`src/rtl/hcpu_pkg.sv`:
```
// ----------------------------------------------------------------------------
// hcpu_pkg
// Shared constants and types for the Hack instruction step block.
// ----------------------------------------------------------------------------
package hcpu_pkg;

	localparam int WORD_W              = 16;
	localparam int DATA_ADDR_BITS_DEF  = 15;
	localparam int MEM_ADDR_OUT_W      = 15;
	localparam int STATUS_W            = 3;

	localparam logic [WORD_W-1:0] HALT_PC  = 16'hFFFF;
	localparam logic [WORD_W-1:0] NOP_WORD = 16'hFFFF;

	localparam logic [STATUS_W-1:0] ST_OK       = 3'd0;
	localparam logic [STATUS_W-1:0] ST_NOP      = 3'd1;
	localparam logic [STATUS_W-1:0] ST_BAD_TYPE = 3'd2;
	localparam logic [STATUS_W-1:0] ST_BAD_COMP = 3'd3;
	localparam logic [STATUS_W-1:0] ST_HALTED   = 3'd4;

	typedef struct packed {
		logic              ok;
		logic              jump;
		logic [WORD_W-1:0] value;
	} alu_res_t;

endpackage

```
`src/rtl/hcpu_alu.sv`:
```
// ----------------------------------------------------------------------------
// hcpu_alu
// Comp decode, ALU function and jump condition of a C-instruction.
// ----------------------------------------------------------------------------
module hcpu_alu (
	input  logic [hcpu_pkg::WORD_W-1:0] instruction,
	input  logic [hcpu_pkg::WORD_W-1:0] d,
	input  logic [hcpu_pkg::WORD_W-1:0] y,
	output hcpu_pkg::alu_res_t          res
);

	localparam logic [5:0] COMP_ZERO    = 6'b101010;
	localparam logic [5:0] COMP_ONE     = 6'b111111;
	localparam logic [5:0] COMP_NEG_ONE = 6'b111010;
	localparam logic [5:0] COMP_D       = 6'b001100;
	localparam logic [5:0] COMP_Y       = 6'b110000;
	localparam logic [5:0] COMP_NOT_D   = 6'b001101;
	localparam logic [5:0] COMP_NOT_Y   = 6'b110001;
	localparam logic [5:0] COMP_NEG_D   = 6'b001111;
	localparam logic [5:0] COMP_NEG_Y   = 6'b110011;
	localparam logic [5:0] COMP_D_INC   = 6'b011111;
	localparam logic [5:0] COMP_Y_INC   = 6'b110111;
	localparam logic [5:0] COMP_D_DEC   = 6'b001110;
	localparam logic [5:0] COMP_Y_DEC   = 6'b110010;
	localparam logic [5:0] COMP_D_ADD_Y = 6'b000010;
	localparam logic [5:0] COMP_D_SUB_Y = 6'b010011;
	localparam logic [5:0] COMP_Y_SUB_D = 6'b000111;
	localparam logic [5:0] COMP_D_AND_Y = 6'b000000;
	localparam logic [5:0] COMP_D_OR_Y  = 6'b010101;

	localparam logic [2:0] JMP_NULL = 3'd0;
	localparam logic [2:0] JMP_GT   = 3'd1;
	localparam logic [2:0] JMP_EQ   = 3'd2;
	localparam logic [2:0] JMP_GE   = 3'd3;
	localparam logic [2:0] JMP_LT   = 3'd4;
	localparam logic [2:0] JMP_NE   = 3'd5;
	localparam logic [2:0] JMP_LE   = 3'd6;
	localparam logic [2:0] JMP_ALW  = 3'd7;

	localparam logic [hcpu_pkg::WORD_W-1:0] ONE = 16'd1;

	logic [6:0]                  code;
	logic [hcpu_pkg::WORD_W-1:0] value;
	logic                        ok;
	logic                        neg;
	logic                        zero;
	logic                        jump;

	assign code = instruction[12:6];

	always_comb begin
		ok    = 1'b1;
		value = '0;
		case (code)
			{1'b0, COMP_ZERO}:    value = '0;
			{1'b0, COMP_ONE}:     value = ONE;
			{1'b0, COMP_NEG_ONE}: value = '1;
			{1'b0, COMP_D}:       value = d;
			{1'b0, COMP_Y},
			{1'b1, COMP_Y}:       value = y;
			{1'b0, COMP_NOT_D}:   value = ~d;
			{1'b0, COMP_NOT_Y},
			{1'b1, COMP_NOT_Y}:   value = ~y;
			{1'b0, COMP_NEG_D}:   value = '0 - d;
			{1'b0, COMP_NEG_Y},
			{1'b1, COMP_NEG_Y}:   value = '0 - y;
			{1'b0, COMP_D_INC}:   value = d + ONE;
			{1'b0, COMP_Y_INC},
			{1'b1, COMP_Y_INC}:   value = y + ONE;
			{1'b0, COMP_D_DEC}:   value = d - ONE;
			{1'b0, COMP_Y_DEC},
			{1'b1, COMP_Y_DEC}:   value = y - ONE;
			{1'b0, COMP_D_ADD_Y},
			{1'b1, COMP_D_ADD_Y}: value = d + y;
			{1'b0, COMP_D_SUB_Y},
			{1'b1, COMP_D_SUB_Y}: value = d - y;
			{1'b0, COMP_Y_SUB_D},
			{1'b1, COMP_Y_SUB_D}: value = y - d;
			{1'b0, COMP_D_AND_Y},
			{1'b1, COMP_D_AND_Y}: value = d & y;
			{1'b0, COMP_D_OR_Y},
			{1'b1, COMP_D_OR_Y}:  value = d | y;
			default:              ok = 1'b0;
		endcase
	end

	assign neg  = value[hcpu_pkg::WORD_W-1];
	assign zero = (value == '0);

	always_comb begin
		case (instruction[2:0])
			JMP_NULL: jump = 1'b0;
			JMP_GT:   jump = !neg && !zero;
			JMP_EQ:   jump = zero;
			JMP_GE:   jump = !neg;
			JMP_LT:   jump = neg;
			JMP_NE:   jump = !zero;
			JMP_LE:   jump = neg || zero;
			JMP_ALW:  jump = 1'b1;
			default:  jump = 1'b0;
		endcase
	end

	assign res.ok    = ok;
	assign res.jump  = jump;
	assign res.value = value;

endmodule

```
`config.mk`:
```
export PLATFORM = sky130hd
export DESIGN_NAME = hcpu_alu
export DESIGN_NICKNAME = d
export VERILOG_FILES = /design/src/rtl/hcpu_pkg.sv /design/src/rtl/hcpu_alu.sv
export SDC_FILE = /design/constraint.sdc
export NUM_CORES = 1
export LEC_CHECK = 0
export BUFFER_PORTS_ARGS = -buffer_cell sky130_fd_sc_hd__buf_2
export CAP_MARGIN = 15
export CORE_MARGIN = 1
export CORE_UTILIZATION = 35
export DETAILED_ROUTE_END_ITERATION = 7
export PLACE_DENSITY_LB_ADDON = 0.12
export SLEW_MARGIN = 20
export SYNTH_ARGS = -nofsm -noshare
export SYNTH_HDL_FRONTEND = slang
export SYNTH_SLANG_ARGS = --single-unit
```
`constraint.sdc`:
```
create_clock -name vclk -period 6.2
set_input_delay 0.93 -clock vclk [all_inputs]
set_output_delay 0.93 -clock vclk [all_outputs]
set_load 0.05 [all_outputs]
```
==> impl_metrics.yaml <==
timing:
  setup_viol: 0
  rsz0062_at_grt: "false"
  max_freq_mhz: 166
  layout_setup_ws_ns: 0.165
  slew_viol_final: 0
  finalHoldViolCount: 0
  finalCritPeriodShare_pct: 97.3
  holdWs_ns: 2.30
  maxSlewHeadroom_pct: 38.7
  period_needed_ns: 6.04
  tightest_slew_ns: 0.913
routing:
  wl_met3_um: 1690
  top_layer_used: "met4"
  vias: 5375
  routed_wl_um: 17900
  wl_met2_um: 7620
  viasPerCell: 6.46
  dr.pass1.iters: 5
  wl_met1_um: 8230
  routedWlPerCell_um: 21.5
  drtAntennaViolNets: 0
  drtIter0Drc: 496
  drc_errors: 0
floorplan:
  io_pins: 66
  core-area_um2: 12000
  start_util_pct: 35.8
  rows: 40
  die_y_um: 113
  fp.dieW_um: 113
  dieArea_um2: 12700
synthesis:
  synthTopCellsByArea: "ha_1, a21oi_1, xor2_1, nor2_1, nor3_1"
  syn_nets: 720
  synthCells: 637
  syn_area_per_cell_um2: 6.75
  yosysTopAreaCell: "ha_1"
  syn-cell-area_um2: 4300
  seq_area_frac_synth_pct: 0
  synth_top_cell_area_share_pct: 9.61
  ys_types: 87
  yosys_warnings: 0
layout:
  diodes: 0
  seq_cells: 0
  final_nets: 770
  final_util_pct: 40.6
  fin_cells: 832
  n_fill_cell: 1334
  syn2layout_area_growth_pct: 13.5
  fin_area_um2: 4880
  layout_common_cells: "a21oi_1, buf_2, nor2_1"
  final_common_cell: "a21oi_1"
  clkbuf_count: 0
  register_area_um2: 0
  drive_gt1_share_pct: 21.8
grt:
  antenna_found_initial: 0
  grt_first_pass_wirelength_um: 28100
  overflow: 0
  grt_pass1_vias: 4933
  track_usage_pct: 27.9
  grt_max_degree: 20
worst_setup_path:
  critPathKind: "input port to output port"
  cp.arrival_ns: 5.11
  critPathLaunchType: "input port"
  cp_max_fo: 11
  endpoint_kind: "output port"
  required_ns: 5.27
  cp-startpoint: "instruction[11]"
min_path:
  hold_path.class: "input port to output port"
  worstHoldStart: "instruction[2]"
place:
  hpwlAfterDp_um: 14400
  placed_area_um2: 4790
  dp.cells: 830
  io_buffers: 60
  place_congestion: 0.908
  pre_cts_slack_ns: -0.214
run_status:
  status: "complete, no violations"
power_and_ir_drop:
  vdd_ir_drop_max_uv: 34.1
  leakage_nw: 2.05
  power_density_nw_per_um2: 64.7
clocking:
  hold_buffers: 0
job:
  maxCapViolations: 0
-- path summary, 6_finish.rpt --
check                 endpoint  slack, ns  depth (start not counted)
worst min-delay path   res[16]       2.30                          4
worst max-delay path   res[16]       0.16                         19
-- per-stage QoR --
| step | TNS (ns) | total power [W] |
|---|---|---|
| detailed placement | -0.214 | 0.000301 |
| floorplan | 0 | 0.000213 |
| finish | 0 | 0.000316 |
| global placement | -0.215 | 0.000299 |
| CTS | 0 | 0.000303 |
| global route | 0 | 0.000338 |
-- report_power, final --
part,leakage (nW),total [W],switching [W],internal [W]
clock network,0,0,0,0
logic,2.05,0.000316,0.000210,0.000106
registers,0,0,0,0
total,2.05,0.000316,0.000210,0.000106
-- cell usage after synthesis (7+ instances only) --
cell type  count
a21oi_1       60
nor2_1        54
nand2_1       48
nor3_1        37
o21ai_0       35
ha_1          33
xor2_1        29
clkbuf_1      22
inv_1         20
a211oi_1      18
xnor2_1       17
buf_2         15
nand3_1       14
a31oi_1       13
nor4_1        11
nand2b_1      10
a21o_1         9
nor2b_1        9
o2111ai_1      8
o22ai_1        8
o211ai_1       7
-- repair_timing --
action                     in CTS  in global routing
pin swaps                       0                  4
gates resized for setup         2                 15
setup endpoints to repair       1                  1
buffers inserted                0                  2
-- cell type report --
class | count | area [um2] | area share (%)
Multi-Input combinational cell | 570 | 4040 | 82.8
Timing Repair Buffer | 95 | 578 | 11.8
Tap cell | 147 | 184 | 3.77
Inverter | 20 | 75.1 | 1.54
-- kinds of logic (layout without fill, tap and decap cells) --
kind of cell,Yosys count,count (layout),share of synthesized area (%)
muxes,8,8,1.92
buffers and inverters,67,115,7.51
adders and majority gates,35,35,10.5
and+or+nand+nor,255,255,34.2
xor gates and xnor gates,48,48,10.1
AOI/OAI and AO/OA,224,224,35.7
-- critical path, stage by stage --
cell and delay [ns]:
buf_2 0.16, nand2b_1 0.19, nor4_4 0.33, buf_4 0.24, buf_4 0.20, a21oi_1 0.10, ha_1 0.35, nand3_1 0.14
o21bai_1 0.21, nand2_1 0.15, a2111o_1 0.45, a211oi_2 0.24, o2111ai_2 0.19, nor4_4 0.37, buf_4 0.16, and4_1 0.21
a31oi_1 0.10, a21oi_2 0.14, clkbuf_4 0.23
-- layer usage --
| metal | track usage (%) | vias to the layer above |
|---|---|---|
| li1 | - | 2527 |
| met1 | 41.9 | 2552 |
| met4 | 6.40 | 0 |
| met3 | 3.37 | 26 |
| met2 | 42.0 | 270 |
| met5 | 0 | - |
Power figures use the tool's default switching activity.
